`config.mk`:
```
export PLATFORM = sky130hd
export DESIGN_NAME = key_event_trigger_table
export DESIGN_NICKNAME = d
export VERILOG_FILES = /design/src/hw/rtl/ket_pkg.sv /design/src/hw/rtl/ket_ctrl.sv /design/src/hw/rtl/ket_datapath.sv /design/src/hw/rtl/key_event_trigger_table.sv
export SDC_FILE = /design/constraint.sdc
export NUM_CORES = 1
export LEC_CHECK = 0
export BUFFER_PORTS_ARGS = -buffer_cell sky130_fd_sc_hd__buf_2
export CORE_ASPECT_RATIO = 0.9
export CORE_MARGIN = 2
export CORE_UTILIZATION = 25
export CTS_CLUSTER_DIAMETER = 30
export DETAILED_ROUTE_END_ITERATION = 16
export GPL_ROUTABILITY_DRIVEN = 0
export MAX_ROUTING_LAYER = met4
export PLACE_DENSITY = 0.42
export SLEW_MARGIN = 40
export SYNTH_ARGS = -nofsm -noshare
export SYNTH_HDL_FRONTEND = slang
export SYNTH_SLANG_ARGS = --single-unit
```
`constraint.sdc`:
```
create_clock -name clk -period 8.69 [get_ports clk]
set_input_delay 1.738 -clock clk [delete_from_list [all_inputs] [get_ports clk]]
set_output_delay 1.738 -clock clk [all_outputs]
set_load 0.005 [all_outputs]
```
`src/hw/rtl/ket_pkg.sv`:
```
// shared types and constants for the key event trigger table
// no dependencies; imported by the controller, datapath and top level
package ket_pkg;

    localparam int SLOTS_DEFAULT = 32;
    localparam int SLOT_W        = 5;
    localparam int COUNT_W       = 16;
    localparam int IN_DATA_W     = 24;
    localparam int OUT_DATA_W    = 8;

    localparam logic [COUNT_W-1:0] COUNT_WRAP = 16'hFFFF;

    // input item as packed in s_tdata, last member in the lowest bits
    typedef struct packed {
        logic [COUNT_W-1:0] repeat_period;
        logic               fire_on_release;
        logic               fire_on_press;
        logic               pressed;
        logic [SLOT_W-1:0]  slot;
    } in_item_t;

    typedef struct packed {
        logic capture;
        logic read;
        logic commit;
    } ket_cmd_t;

    typedef struct packed {
        logic out_blocked;
    } ket_status_t;

endpackage

```
`src/hw/rtl/ket_ctrl.sv`:
```
// controller state machine: capture, table read, update and commit
// depends on ket_pkg
module ket_ctrl
    import ket_pkg::*;
(
    input  logic        clk,
    input  logic        rst_n,
    input  logic        s_tvalid,
    output logic        s_tready,
    input  ket_status_t status,
    output ket_cmd_t    cmd
);

    typedef enum logic [1:0] {
        ST_IDLE,
        ST_READ,
        ST_CALC
    } state_t;

    state_t state_reg;
    state_t state_next;

    always_comb
    begin
        state_next  = state_reg;
        cmd         = '0;
        s_tready    = 1'b0;
        case (state_reg)
            ST_IDLE:
            begin
                s_tready    = 1'b1;
                cmd.capture = s_tvalid;
                if (s_tvalid)
                begin
                    state_next = ST_READ;
                end
            end
            ST_READ:
            begin
                cmd.read   = 1'b1;
                state_next = ST_CALC;
            end
            ST_CALC:
            begin
                if (!status.out_blocked)
                begin
                    cmd.commit = 1'b1;
                    state_next = ST_IDLE;
                end
            end
            default:
            begin
                state_next = ST_IDLE;
            end
        endcase
    end

    always_ff @(posedge clk or negedge rst_n)
    begin
        if (!rst_n)
        begin
            state_reg <= ST_IDLE;
        end
        else
        begin
            state_reg <= state_next;
        end
    end

endmodule

```
`src/hw/rtl/ket_datapath.sv`:
```
// datapath: input register, hold count table with valid bits, update logic
// and output register; depends on ket_pkg
module ket_datapath
    import ket_pkg::*;
#(
    parameter int SLOTS = SLOTS_DEFAULT
)
(
    input  logic                  clk,
    input  logic                  rst_n,
    input  logic [IN_DATA_W-1:0]  s_tdata,   // slot, pressed, fire_on_press, fire_on_release, repeat_period
    output logic                  m_tvalid,
    input  logic                  m_tready,
    output logic [OUT_DATA_W-1:0] m_tdata,   // fire
    input  ket_cmd_t              cmd,
    output ket_status_t           status
);

    localparam int IDX_W  = (SLOTS > 1) ? $clog2(SLOTS) : 1;
    localparam int CNT_W  = ($clog2(SLOTS + 1) > SLOT_W) ? $clog2(SLOTS + 1) : SLOT_W;
    localparam int EXT_W  = CNT_W + 1;

    in_item_t           in_reg;
    logic [COUNT_W-1:0] mem [SLOTS];
    logic [SLOTS-1:0]   valid_reg;
    logic [COUNT_W-1:0] rd_data_reg;
    logic               rd_valid_reg;
    logic               out_valid_reg;
    logic               out_fire_reg;

    logic [EXT_W-1:0]   slot_ext;
    logic [IDX_W-1:0]   idx;
    logic               in_range;
    logic [COUNT_W-1:0] cnt;
    logic [COUNT_W-1:0] cnt_inc;
    logic [COUNT_W-1:0] cnt_next;
    logic               fire_next;

    assign slot_ext = {{(EXT_W - SLOT_W){1'b0}}, in_reg.slot};
    assign idx      = slot_ext[IDX_W-1:0];
    assign in_range = slot_ext < EXT_W'(SLOTS);
    assign cnt      = rd_valid_reg ? rd_data_reg : '0;
    assign cnt_inc  = cnt + COUNT_W'(1);

    always_comb
    begin
        cnt_next  = '0;
        fire_next = 1'b0;
        if (in_reg.pressed)
        begin
            if (in_reg.fire_on_press && (cnt == '0))
            begin
                cnt_next  = COUNT_W'(1);
                fire_next = 1'b1;
            end
            else if ((in_reg.repeat_period != '0) && (cnt_inc == in_reg.repeat_period))
            begin
                cnt_next  = COUNT_W'(1);
                fire_next = 1'b1;
            end
            else if (cnt_inc == COUNT_WRAP)
            begin
                cnt_next = COUNT_W'(1);
            end
            else
            begin
                cnt_next = cnt_inc;
            end
        end
        else
        begin
            fire_next = in_reg.fire_on_release && (cnt != '0);
        end
    end

    // input capture and table access
    always_ff @(posedge clk)
    begin
        if (cmd.capture)
        begin
            in_reg <= in_item_t'(s_tdata);
        end
        if (cmd.read)
        begin
            rd_data_reg <= mem[idx];
        end
        if (cmd.commit && in_range)
        begin
            mem[idx] <= cnt_next;
        end
    end

    always_ff @(posedge clk or negedge rst_n)
    begin
        if (!rst_n)
        begin
            valid_reg     <= '0;
            rd_valid_reg  <= 1'b0;
            out_valid_reg <= 1'b0;
        end
        else
        begin
            if (cmd.read)
            begin
                rd_valid_reg <= valid_reg[idx];
            end
            if (cmd.commit && in_range)
            begin
                valid_reg[idx] <= 1'b1;
            end
            if (cmd.commit)
            begin
                out_valid_reg <= 1'b1;
            end
            else if (m_tready)
            begin
                out_valid_reg <= 1'b0;
            end
        end
    end

    always_ff @(posedge clk)
    begin
        if (cmd.commit)
        begin
            out_fire_reg <= fire_next && in_range;
        end
    end

    assign status.out_blocked = out_valid_reg && !m_tready;
    assign m_tvalid           = out_valid_reg;
    assign m_tdata            = {{(OUT_DATA_W - 1){1'b0}}, out_fire_reg};

endmodule

```
`src/hw/rtl/key_event_trigger_table.sv`:
```
// top level of the key event trigger table
// depends on ket_pkg, ket_ctrl and ket_datapath
//
// Each key event reads its slot's 16-bit hold count, updates it and returns one
// fire flag. An item goes from acceptance to commit through capture, a registered
// table read, then update and write back, and no new item is taken before the
// last commits; the result waits in an output register, and a commit
// waits only while that register is still full and not being taken. Slots at or
// beyond SLOTS leave the table alone and return no fire. The table comes out of
// reset all zero at once through one valid bit per slot, with no clearing pass.
module key_event_trigger_table
    import ket_pkg::*;
#(
    parameter int SLOTS = SLOTS_DEFAULT
)
(
    input  logic                  clk,
    input  logic                  rst_n,
    input  logic                  s_tvalid,
    output logic                  s_tready,
    input  logic [IN_DATA_W-1:0]  s_tdata,   // slot, pressed, fire_on_press, fire_on_release, repeat_period
    output logic                  m_tvalid,
    input  logic                  m_tready,
    output logic [OUT_DATA_W-1:0] m_tdata    // fire
);

    ket_cmd_t    cmd;
    ket_status_t status;

    ket_ctrl u_ctrl (
        .clk      (clk),
        .rst_n    (rst_n),
        .s_tvalid (s_tvalid),
        .s_tready (s_tready),
        .status   (status),
        .cmd      (cmd)
    );

    ket_datapath #(
        .SLOTS (SLOTS)
    ) u_datapath (
        .clk      (clk),
        .rst_n    (rst_n),
        .s_tdata  (s_tdata),
        .m_tvalid (m_tvalid),
        .m_tready (m_tready),
        .m_tdata  (m_tdata),
        .cmd      (cmd),
        .status   (status)
    );

    // no new transfer while an item is being read and updated
    a_busy_after_accept: assert property (@(posedge clk) disable iff (!rst_n)
        (s_tvalid && s_tready) |=> !s_tready ##1 !s_tready)
        else $error("input accepted while an item is in flight");

    // commit never overwrites a result that is not taken
    a_commit_safe: assert property (@(posedge clk) disable iff (!rst_n)
        cmd.commit |-> !(m_tvalid && !m_tready))
        else $error("commit over a pending result");

    // every commit shows a result in the next cycle
    a_commit_out: assert property (@(posedge clk) disable iff (!rst_n)
        cmd.commit |=> m_tvalid)
        else $error("commit without a result");

    // padding bits of the result stay zero
    a_out_pad: assert property (@(posedge clk) disable iff (!rst_n)
        m_tvalid |-> (m_tdata[OUT_DATA_W-1:1] == '0))
        else $error("nonzero padding in m_tdata");

endmodule
```
After elaboration in Yosys (flattened, before gate mapping)
Memory sizes are Yosys's and may differ from the RTL's. A register that Yosys moved wholly into a read port is not among the register bits.
Index checks and enable logic that the tools add are counted.
Operators by class
  $add $sub $neg: 1
  $mul: 0
  div/mod/pow operators: 0
  $lt $le $gt $ge: 3
  equality and inequality tests: 6
  shift operators: 0
  muxes and demuxes: 24
  bitwise operators: 1
  reduce and logical (&&, ||, !) cells: 14
Operators with widths (count)
  $mux W16: 5
  $or A32 B32 Y32: 1
  $reduce_bool A16 Y1: 2
  $add A16 B1 Y16 const B: 1
  $eq A16 B16 Y1: 1
  $eq A16 B16 Y1 const B: 1
  $logic_not A16 Y1: 1
  $mux W1: 14
  $lt A5 B6 Y1 const B: 2
  $logic_and A1 B1 Y1: 7
  $pmux W2 S3: 1
  $bmux W1 S5: 1
  $demux W1 S5: 1
  $ge A5 B1 Y1 const B: 1
  $mux W2: 2
  $ne A2 B2 Y1 const B: 2
  $eq A2 B1 Y1 const B: 1
  $eq A2 B2 Y1 const B: 1
  $logic_not A2 Y1: 1
  $reduce_and A2 Y1: 1
  $reduce_bool A2 Y1: 1
  $logic_not A1 Y1: 1
Storage, ports and cells
  flip-flop bits (word level): 61
  latch bits: 0
  memory bits (writable): 512
  ROM bits: 0
  bits of input ports: 28
  memories kept: 1
Memory list
  u_datapath.mem: depth 32, width 16, read ports 1, clocked after Yosys merged registers in 1, wr ports 1, line ket_datapath.sv:24  | logic [COUNT_W-1:0] mem [SLOTS];

Logic depth before layout (Yosys ltp)
Gate-level depths: netlist of run 1.
  depth in word-level cells: 8
  depth in mapped cells: 10
  depth with buffers taken out: 7

Hierarchy
From an unflattened synthesis of run 1, not the netlist that was laid out.
Second synthesis, totals
  cells, all modules: 1155
  area total of the unflattened synthesis: 23368.7 µm²
By module, submodules not included
  ket_datapath: times used 1, cells each 1146, area each 23269.8 µm², seq. area each 17456.7 µm²
  ket_ctrl: times used 1, cells each 9, area each 98.8 µm², seq. area each 50.0 µm²

Worst setup path before layout of run 1
OpenSTA, ideal clock, no wires.
  path kind: reg2reg
  start: register u_datapath.rd_data_reg[5], read port of u_datapath.mem
  end: memory u_datapath.mem[0][10], data pin
  arrival: 3498 ps
  data required time: 8229 ps
  setup slack: 4731 ps
  stages on the path, launching flop included: 10
  buffers on the path: 2
  period minus slack after synthesis: 3959 ps
  cell sequence: edfxtp_1 buf_2 nand4_2 nor4_4 nand3_2 or4b_1 nand4_1 nor4_4 buf_6 nor3b_1
Between the ends
  word-level cells in the longest chain between the ends: 7
  elaborated cells on any way between the ends: 11
  classes of those cells: add/sub (1); eq/ne (2); mux (5); reduce/logical (3)
RTL lines
  start: declaration: line ket_datapath.sv:26  | logic [COUNT_W-1:0] rd_data_reg;
  $mux W16 (*): line ket_datapath.sv:42  | assign cnt = rd_valid_reg ? rd_data_reg : '0;
  $add A16 B1 Y16: line ket_datapath.sv:43  | assign cnt_inc = cnt + COUNT_W'(1);
  $eq A16 B16 Y1 (on tied branches): line ket_datapath.sv:61, ket_datapath.sv:56
  $mux W16 or $logic_and A1 B1 Y1 (tied branches): line ket_datapath.sv:61, ket_datapath.sv:56
  $mux W16: line ket_datapath.sv:56  | else if ((in_reg.repeat_period != '0) && (cnt_inc == in_reg.repeat_period))
  $mux W16 (*): line ket_datapath.sv:51  | if (in_reg.fire_on_press && (cnt == '0))
  $mux W16 (*): line ket_datapath.sv:49  | if (in_reg.pressed)
  via u_datapath.cnt_next[10]: line ket_datapath.sv:36  | logic [COUNT_W-1:0] cnt_next;
  end: declaration: line ket_datapath.sv:24
Mark *: on every way through the listed nets, which the timed path passes. The rest lies on a longest branch.

Worst setup path after layout of run 1
  start: register u_datapath.rd_valid_reg
  end: memory u_datapath.mem[5][2], data pin
Between the ends
  word-level cells in the longest chain between the ends: 7
  elaborated cells on any way between the ends: 11
  classes of those cells: add/sub (1); eq/ne (2); mux (5); reduce/logical (3)
RTL lines
  start: declaration: line ket_datapath.sv:27  | logic rd_valid_reg;
  start signal: assignment: line ket_datapath.sv:105  | rd_valid_reg <= valid_reg[idx];
  $mux W16 (*): line ket_datapath.sv:42
  $add A16 B1 Y16: line ket_datapath.sv:43
  $eq A16 B16 Y1 (on tied branches): line ket_datapath.sv:61, ket_datapath.sv:56
  $mux W16 or $logic_and A1 B1 Y1 (tied branches): line ket_datapath.sv:61, ket_datapath.sv:56
  $mux W16: line ket_datapath.sv:56
  $mux W16 (*): line ket_datapath.sv:51
  $mux W16 (*): line ket_datapath.sv:49
  via u_datapath.cnt_next[2]: line ket_datapath.sv:36
Marked as above.

==> metrics.md, run 1 <==
| Metric | Value |
|---|---|
| Drt pass-1 iters | 7 |
| Synth Instances | 1142 |
| Port Buf Inserts | 30 |
| FMAX | 272 MHz |
| Worst reg-to-reg setup slack | 5010 ps |
| PnR Total Power | around 9200 uW |
| CTS resizes | 0 |
| Area grow syn2layout | 27.4% |
| Number of synthesized flops with an enable pin | ~550 |
| CTS Buf Count | 118 |
| Initial Util | 0.253 |
| Mapped Avg Cell Area | around 20 um2 |
| I/O pin count | 38 |
| Final TNS setup | 0 ps |
| Worst skew pair latency | 670 ps |
| Die Wd | approximately 320 um |
| Largest net degree at the start of global routing | 95 |
| Final hold violations | 0 |
| Synthesized area | ~23000 um2 |
| Total die area | 94800 um2 |
| Sink Count | around 590 |
| Layout cell share with drive strength beyond 1 | 0.364 |
| Post-CTS Setup Inserts | 0 |
| WP data arrival | 4070 ps |
| YS warnings | 0 |
| Reg2Reg Depth | 10 |
| Final number of setup-violating endpoints | 0 |
| Hold_buf cts | 0 |
| Synth async-reset ratio | 0.0611 |
| Vias per cell | 4.54 |
| Synth cell types | 57 |
| Max-Cap Viols | 0 |
| Slew margin rel. | 0.484 |
| CP startpoint kind | flop |
| Global-route wire length before repair | 90.4 mm |
| WHS | approximately 460 ps |
| Post-synth top flop | edfxtp_1 |
| Vias | roughly 12k |
| Routed WL per cell | around 24 um |
| CTS tree | yes |
| Clock tree buffer depth | 3 |
| Worst Tran Pin Value | roughly 770 ps |
| H-tree Lvls | 3 |
| Slew Limit Fails | 0 |
| Met1 usage | 0.184 |
| Max VDD drop | around 180 uV |
| Core Rows | roughly 110 |
| Synth Register Bits | 589 |
| Top cells by count, synth | 553 x edfxtp_1, 136 x mux4_2, 64 x a22oi_1, 40 x nor2_1, 36 x dfrtp_1 |
| Drt drc | 0 |
| Clock Tree Root | clkbuf_16 |
| Clock transition at path regs | roughly 50 ps |
| Clk_skew | between 15 and 20 ps |
| Status | complete, no violations |
| Grt ovf | 0 |
| WHS Endpoint | u_datapath.valid_reg[28] |
| Hold Path Origin | u_datapath.valid_reg[28] |
| Top cells by area, synth | edfxtp_1 72%, mux4_2 13%, dfrtp_1 3.9% |
| Final period utilization | 0.423 |
| CP Capture Type | flop |
| Reg2reg end | u_datapath.mem[5][2] |
| Critical path class | reg -> reg |
| Pleak | 0.00957 uW |
| Core ar. | roughly 91000 um2 |
| Met2 Use GR | 0.204 |
| Final Critical Period | about 3700 ps |
| Number of global-route vias before repair | about 12k |
| Max reg flops | 512 |
| Routed Antenna Nets | 0 |
| Die height | 292 um |
| Most common cell in the synthesized netlist | edfxtp_1 |
| Class of the worst hold path | reg -> reg |
| GRT busiest layer | met2 |
| Initial antenna violation count | 1 |
| Met3 Resource Use GR | 0.0309 |
| Drt total wl | roughly 63 mm |
| Area leader, netlist | edfxtp_1 |
| Starting DRC count in detailed routing | 1153 |
| Hpwl dp | ~38 mm |
| Worst R2R Start | u_datapath.rd_valid_reg |
| Yosys top cell area share | 0.719 |
| Total GRT Usage | 0.136 |
| PD cells | approximately 310 nW/um2 |
| Crit path max fanout | 44 |
| Seq/Total Area, Yosys | 0.758 |
| Final #Nets | around 1.3k |
| Hold path depth | 1 |
| Required time of the critical path | ~9000 ps |
| Final Core Density | 0.322 |
| RSZ-0062 raised after global routing | no |
[per-stage QoR]
| stage | area, um2 | std cells | setup slack (ps) |
|---|---|---|---|
| floorplan | 23100 | 1148 | 4730 |
| global placement | 25000 | 2374 | 4090 |
| detailed placement | 25200 | 2379 | 4360 |
| CTS | 29400 | 2603 | 5020 |
| global route | 29400 | 2604 | 4840 |
| finish | 29400 | 2605 | 5010 |
[worst max-delay path, cell delays in order, from the launching register on]
cell,delay [ps]
dfrtp_1,310
buf_4,370
nand4_2,280
nor4_4,630
nand3_2,190
or4b_1,500
nand4_1,160
nor4_4,60
buf_4,240
nor3b_2,170
buf_4,400
[final cells by class]
type / count / area (um2)
clock buffer: 130 / 3020
timing repair buffer: 74 / 522
antenna: 1 / 2.50
multi-input combinational: 484 / 5610
fill: 8703 / 61900
clock inverter: 94 / 1230
sequential: 589 / 17500
tap: 1230 / 1540
inverter: 3 / 11.3
[report_power, final]
group	switching, uW	internal [uW]
combinational	668	342
sequential	93.8	3360
clock	1520	3250
total	2280	6950
[kinds of logic after synthesis]
kind of cell / after synthesis / synth area share
DFF: 589 / 0.758
muxes: 144 / 0.136
buffers and inverters: 75 / 0.0142
xor gates and xnor gates: 15 / 0.00569
other: 1 / 0.000162
and+or+nand+nor: 220 / 0.0548
AOI/OAI and AO/OA: 98 / 0.0311
[worst max path at each step]
stage	from	endpoint	slack, ps	depth (start not counted)
finish	u_datapath.rd_valid_reg	u_datapath.mem[5][2]	5010	10
global route	u_datapath.rd_valid_reg	u_datapath.mem[10][4]	4840	10
CTS	u_datapath.rd_valid_reg	u_datapath.mem[0][13]	5020	10
detailed placement	m_tready	u_datapath.mem[0][0]	4360	6
global placement	m_tready	u_datapath.mem[5][4]	4090	5
floorplan	u_datapath.rd_data_reg[5]	u_datapath.mem[0][10]	4730	9
[per-layer routing]
metal | vias to the layer above | share of wire
met2 | 380 | 0.46
li1 | 5076 | -
met4 | 0 | 0.027
met5 | - | 0
met3 | 113 | 0.058
met1 | 6245 | 0.45
[layout by cell type, fill, tap and decap left out, types with 4 or more instances in the layout]
master,count
xnor2_1,9
mux4_2,136
a31oi_1,4
or2_2,34
xor2_1,6
nor2_4,29
nor4_1,11
conb_1,7
nand2b_1,7
mux2i_1,8
clkinvlp_4,18
inv_6,11
nand4_1,27
clkbuf_16,118
clkinv_1,16
nand2_1,31
nand3b_1,4
buf_4,38
clkinv_2,14
edfxtp_1,553
nor3_2,10
a22oi_1,64
clkinv_4,8
clkbuf_1,10
nor3b_2,8
o21ai_0,6
nor2_1,11
dfrtp_1,36
buf_2,31
nor2b_1,6
bufinv_16,25
nand3_1,13
a21oi_1,5
No activity file was read; power rests on OpenSTA's default activity.
==> inputs of run 2 (changes only) <==
clock period = 3.7 ns   (was 8.69 ns; I/O delays follow)
==> metrics.md, run 2 (synthesis results as in run 1) <==
| Metric | Value |
|---|---|
| Status | complete, no violations |
| Global-route wire length before repair | 101 mm (+12%) |
| Grt ovf | 0 (unchanged) |
| Number of global-route vias before repair | 13.0k (+6.8%) |
| Internal Pwr Total | 16000 uW (+130%) |
| Final period utilization | 0.926 (+0.503) |
| Core Rows | 105 (unchanged) |
| Starting DRC count in detailed routing | 1269 (+10%) |
| Worst Tran Pin Value | 859 ps (+85.2 ps) |
| Worst setup margin | 274 ps (-4740 ps) |
| Layout cell share with drive strength beyond 1 | 0.390 (+0.0265) |
| Port Buf Inserts | 30 (unchanged) |
| Final #Nets | 1369 (+5.5%) |
| Clock transition at path regs | 50 ps (about the same) |
| CTS Buf Count | 116 (-1.7%) |
| Class of the worst hold path | in -> async |
| Initial Util | 0.253 (unchanged) |
| Area grow syn2layout | 29.3% |
| FMAX | 292 MHz (+7.4%) |
| Most common cell after layout, fill and taps aside | edfxtp_1 |
| CP startpoint kind | flop |
| Final Critical Period | 3430 ps (-253 ps) |
| Sequential share of power | 0.387 (+0.013) |
| Clock power share | 0.504 (-0.012) |
| Register area | 17500 um2 (unchanged) |
| Die height | 292 um (unchanged) |
| Clk_skew | 24.7 ps (+7.38 ps) |
| Final number of setup-violating endpoints | 0 (unchanged) |
| Sink Count | 589 (unchanged) |
| Clock tree buffer depth | 3 (unchanged) |
| Place WS | 169 ps (-4200 ps) |
| Max VDD drop | 361 uV (+100%) |
| Clock Tree Root | clkbuf_16 |
| Core ar. | 91300 um2 (unchanged) |
| Sw Share | 0.242 (-0.00484) |
| Vias per cell | 4.68 (+3.3%) |
| CP Capture Type | flop |
| H-tree Lvls | 3 (unchanged) |
| Final hold violations | 0 (unchanged) |
| Die Wd | 324 um (unchanged) |
| Drt drc | 0 (unchanged) |
| Drt total wl | 72.2 mm (+15%) |
| Initial antenna violation count | 2 (+1) |
| Area of the multi-input gates | 5490 um2 (-2.1%) |
| I/O pin count | 38 (unchanged) |
| Final Core Density | 0.327 (+0.00460) |
| Routed WL per cell | 27.0 um (+12%) |
| Crit path max fanout | 24 (-45%) |
| Drt pass-1 iters | 5 (-2) |
| CTS tree | yes |
| WHS | 76.6 ps (-380 ps) |
| Worst skew pair latency | 660 ps (about the same) |
| Routed Antenna Nets | 0 (unchanged) |
| Vias | 12.5k (+6.0%) |
| Max-Cap Viols | 0 (unchanged) |
| PD cells | 705 nW/um2 (+120%) |
| Largest net degree at the start of global routing | 44 (-54%) |
| Most frequent cells in the layout | 553 x edfxtp_1, 136 x mux4_2, 118 x clkbuf_16, 97 x buf_4, 64 x a22oi_1 |
| RSZ-0062 raised after global routing | no |
| PnR Total Power | 21100 uW (+130%) |
| Combinational power share | 0.109 (about the same) |
| Worst reg-to-reg setup slack | 270 ps (-4740 ps) |
| Total die area | 94800 um2 (unchanged) |
| Max reg flops | 512 (unchanged) |
| Filler Cell Count | 8700 (-0.034%) |
| WP data arrival | 3900 ps (-170 ps) |
| Sw power | 5100 uW (+120%) |
| Slew margin rel. | 0.427 (-0.0568) |
| Required time of the critical path | 4170 ps (-4910 ps) |
| Hpwl dp | 41.3 mm (+9.3%) |
| Total GRT Usage | 0.158 (+0.0214) |
| Critical path class | reg -> reg |
| Pleak | 0.00992 uW (+3.7%) |
| Slew Limit Fails | 0 (unchanged) |
-- run 2: changes by cell type in the layout (fill, tap and decap cells not counted), sizes merged --
cell,delta
clkinv,+10
inv,-10
bufinv,-6
clkinvlp,-4
clkbuf,+5
buf,+73
-- run 2: final timing paths --
check / startpoint / to / cells past startpoint
worst min-delay path: rst_n / u_datapath.valid_reg[10] / 1
worst min register to register: u_datapath.valid_reg[2] / u_datapath.valid_reg[2] / 1
worst max register to register: u_datapath.rd_valid_reg / u_datapath.mem[12][6] / 9
min in group clk: s_tdata[15] / u_datapath.in_reg[15] / 1
worst max-delay path: u_datapath.rd_valid_reg / u_datapath.mem[12][6] / 9
max in group asynchronous: rst_n / u_datapath.rd_valid_reg / 1
-- run 2: what timing repair did --
action / 4_1_cts / 5_1_grt
hold endpoints to repair: 0 / 0
resized for setup: 0 / 3
hold buffers: 0 / 0
setup buffers: 0 / 0
setup endpoints to repair: 0 / 440
-- run 2: per-stage QoR --
step	cells	area (um2)	setup TNS [ps]
finish	2673	29900	0
global route	2673	29900	0
CTS	2671	29800	0
detailed placement	2452	25800	0
global placement	2447	25700	0
floorplan	1148	23100	-61790
-- run 2: critical path: stages, from the launching register on --
cell	delay, ps
dfrtp_1	550
nand4_2	270
nor4_4	460
nand3_2	170
or4b_1	480
nand4_1	160
nor4_4	80
buf_4	200
nor3_2	490
buf_4	350
-- run 2: cell type report --
type | count | area share
inverters | 3 | 0.000377
repair buffers | 147 | 0.0422
well taps | 1230 | 0.0515
multi-input cells | 484 | 0.184
clock buffers | 135 | 0.101
diodes | 1 | 0.0000838
clock inverters | 84 | 0.0346
flip-flops and latches | 589 | 0.586
-- run 2: layer usage --
layer  global-route usage  up-vias  routed length [um]
met4               0.0444        0                1580
met2                0.240      488               33700
met3               0.0463      113                5490
met5                    -        -                   0
met1                0.205     6721               31400
li1                     -     5195                   -
-- run 2: power groups by stage --
stage                     Sequential (uW)  Combinational, uW  Clock [uW]
after floorplan                      8120               1410           0
final                                8140               2290       10600
after global routing                 8170               2490       11200
after CTS                            8140               2310       10800
after global placement               8260               2260           0
after detailed placement             8260               2300           0
==> inputs of run 3 (changes only) <==
PLACE_DENSITY = 0.49   (was 0.42)
TNS_END_PERCENT = 30   (was not set)
==> metrics.md, run 3 (synthesis results as in run 1) <==
| Metric | Value |
|---|---|
| Sequential share of power | 0.403 (+0.016) |
| Clock power share | 0.492 (-0.012) |
| Clock Tree Root | clkbuf_16 |
| Combinational power share | 0.105 (-0.004) |
| Initial Util | 0.253 (unchanged) |
| CTS resizes | 0 (unchanged) |
| Max reg flops | 512 (unchanged) |
| Drt pass-1 iters | 5 (unchanged) |
| Critical path cell sequence | nand3_1, or3_1, a21boi_0, xnor2_1, nand4_1, nor4_4, buf_4, o21a_1, buf_4 |
| Top Family by Delay on Critical Path | simple AND/OR/NAND/NOR gates |
| Clock tree buffer depth | 3 (unchanged) |
| Register area | 17500 um2 (unchanged) |
| Routed WL per cell | 24.8 um (-8.2%) |
| Die Wd | 324 um (unchanged) |
| Most common cell after layout, fill and taps aside | edfxtp_1 |
| Slew Limit Fails | 0 (unchanged) |
| Total GRT Usage | 0.142 (-0.0154) |
| Sw Share | 0.246 (+0.00348) |
| Clock transition at path regs | 50 ps (about the same) |
| Class of the worst hold path | in -> async |
| Worst skew pair latency | 660 ps (about the same) |
| Final Critical Period | 3440 ps (+8.90 ps) |
| CP startpoint kind | flop |
| I/O pin count | 38 (unchanged) |
| Number of global-route vias before repair | 12.6k (-2.5%) |
| Largest net degree at the start of global routing | 40 (-9.1%) |
| WP data arrival | 3880 ps (-20 ps) |
| CP Capture Type | flop |
| Hpwl dp | 39.0 mm (-5.7%) |
| Total die area | 94800 um2 (unchanged) |
| Starting DRC count in detailed routing | 1408 (+11%) |
| WHS | 70.7 ps (-5.90 ps) |
| Crit path buf inv count | 2 (unchanged) |
| PnR Total Power | 20200 uW (-3.9%) |
| Vias | 12.5k (unchanged) |
| Final period utilization | 0.928 (+0.00241) |
| Initial antenna violation count | 0 (-2) |
| Area of the multi-input gates | 5470 um2 (-0.34%) |
| PD cells | 688 nW/um2 (-2.4%) |
| Final TNS setup | 0 ps (unchanged) |
| Vias per cell | 4.72 (+0.79%) |
| Pleak | 0.00971 uW (-2.0%) |
| Max-Cap Viols | 0 (unchanged) |
| H-tree Lvls | 3 (unchanged) |
| CP max stage cell | edfxtp_1 |
| Filler Cell Count | 8664 (-0.41%) |
| Most frequent CP cell | buf_4 |
| Internal Pwr Total | 15300 uW (-4.3%) |
| Core Rows | 105 (unchanged) |
| Area grow syn2layout | 27.3% |
| Global-route wire length before repair | 93.6 mm (-7.6%) |
| Final Core Density | 0.322 (-0.00504) |
| Worst Tran Pin Value | 885 ps (+26.5 ps) |
| Routed Antenna Nets | 0 (unchanged) |
| Grt ovf | 0 (unchanged) |
| Die height | 292 um (unchanged) |
| Status | complete, no violations |
| Critical path class | reg -> reg |
| CTS Buf Count | 110 (-5.2%) |
| Post-CTS Setup Inserts | 0 (unchanged) |
| Final #Nets | 1354 (-1.1%) |
| Layout cell share with drive strength beyond 1 | 0.386 (-0.00479) |
| Sink Count | 589 (unchanged) |
| Max VDD drop | 348 uV (-3.5%) |
| Max incr delay on CP | 760 ps (+210 ps) |
| Drt total wl | 65.7 mm (-9.0%) |
| Required time of the critical path | 4150 ps (-20 ps) |
| Drt drc | 0 (unchanged) |
| Final number of setup-violating endpoints | 0 (unchanged) |
| Port Buf Inserts | 30 (unchanged) |
| Final hold violations | 0 (unchanged) |
| Sw power | 4970 uW (-2.5%) |
| FMAX | 291 MHz (-0.26%) |
| Core ar. | 91300 um2 (unchanged) |
| Slew margin rel. | 0.408 (-0.0196) |
| RSZ-0062 raised after global routing | no |
| Most frequent cells in the layout | 553 x edfxtp_1, 136 x mux4_2, 112 x clkbuf_16, 96 x buf_4, 64 x a22oi_1 |
| Hold_buf cts | 0 (unchanged) |
| CTS tree | yes |
| Crit path max fanout | 32 (+33%) |
| Clk_skew | 26.0 ps (+1.33 ps) |
run 3: final timing paths:
check	cells past startpoint	slack (ps)	from	to
max	9	260	u_datapath.rd_data_reg[0]	u_datapath.mem[25][0]
min	1	70	rst_n	u_datapath.valid_reg[23]
max reg2reg	9	260	u_datapath.rd_data_reg[0]	u_datapath.mem[25][0]
min reg2reg	1	460	u_datapath.valid_reg[26]	u_datapath.valid_reg[26]
max in group asynchronous	1	3260	rst_n	u_datapath.rd_valid_reg
min in group clk	1	270	s_tdata[21]	u_datapath.in_reg[21]
run 3: area by class of cell:
cell class | count | share of cell area
repair buffers | 138 | 0.0371
inverters | 3 | 0.000383
clock inverters | 84 | 0.0310
diodes | 1 | 0.0000851
flip-flops and latches | 589 | 0.595
well taps | 1230 | 0.0523
clock buffers | 123 | 0.0974
multi-input cells | 484 | 0.186
run 3: per-stage QoR:
stage          area, um2  setup WS, ps  instances
3_3_place_gp       25600           343       2439
5_1_grt            29400          58.4       2651
6_report           29400           265       2652
3_5_place_dp       25600           315       2443
2_1_floorplan      23100          -159       1148
4_1_cts            29400           277       2650
run 3: power by group through the flow:
stage | clock (uW) | sequential, uW | combinational, uW
2_1_floorplan | 0 | 8120 | 1410
3_3_place_gp | 0 | 8270 | 2080
3_5_place_dp | 0 | 8270 | 2130
4_1_cts | 10100 | 8150 | 2140
5_1_grt | 10500 | 8170 | 2300
6_report | 9960 | 8150 | 2120
run 3: layer usage:
metal / routed length, um / share of wire / vias up / global-route usage
li1: - / - / 5169 / -
met1: 29700 / 0.45 / 6789 / 0.194
met2: 30700 / 0.47 / 462 / 0.217
met3: 4010 / 0.061 / 97 / 0.0273
met4: 1330 / 0.020 / 0 / 0.0385
met5: 0 / 0 / - / -
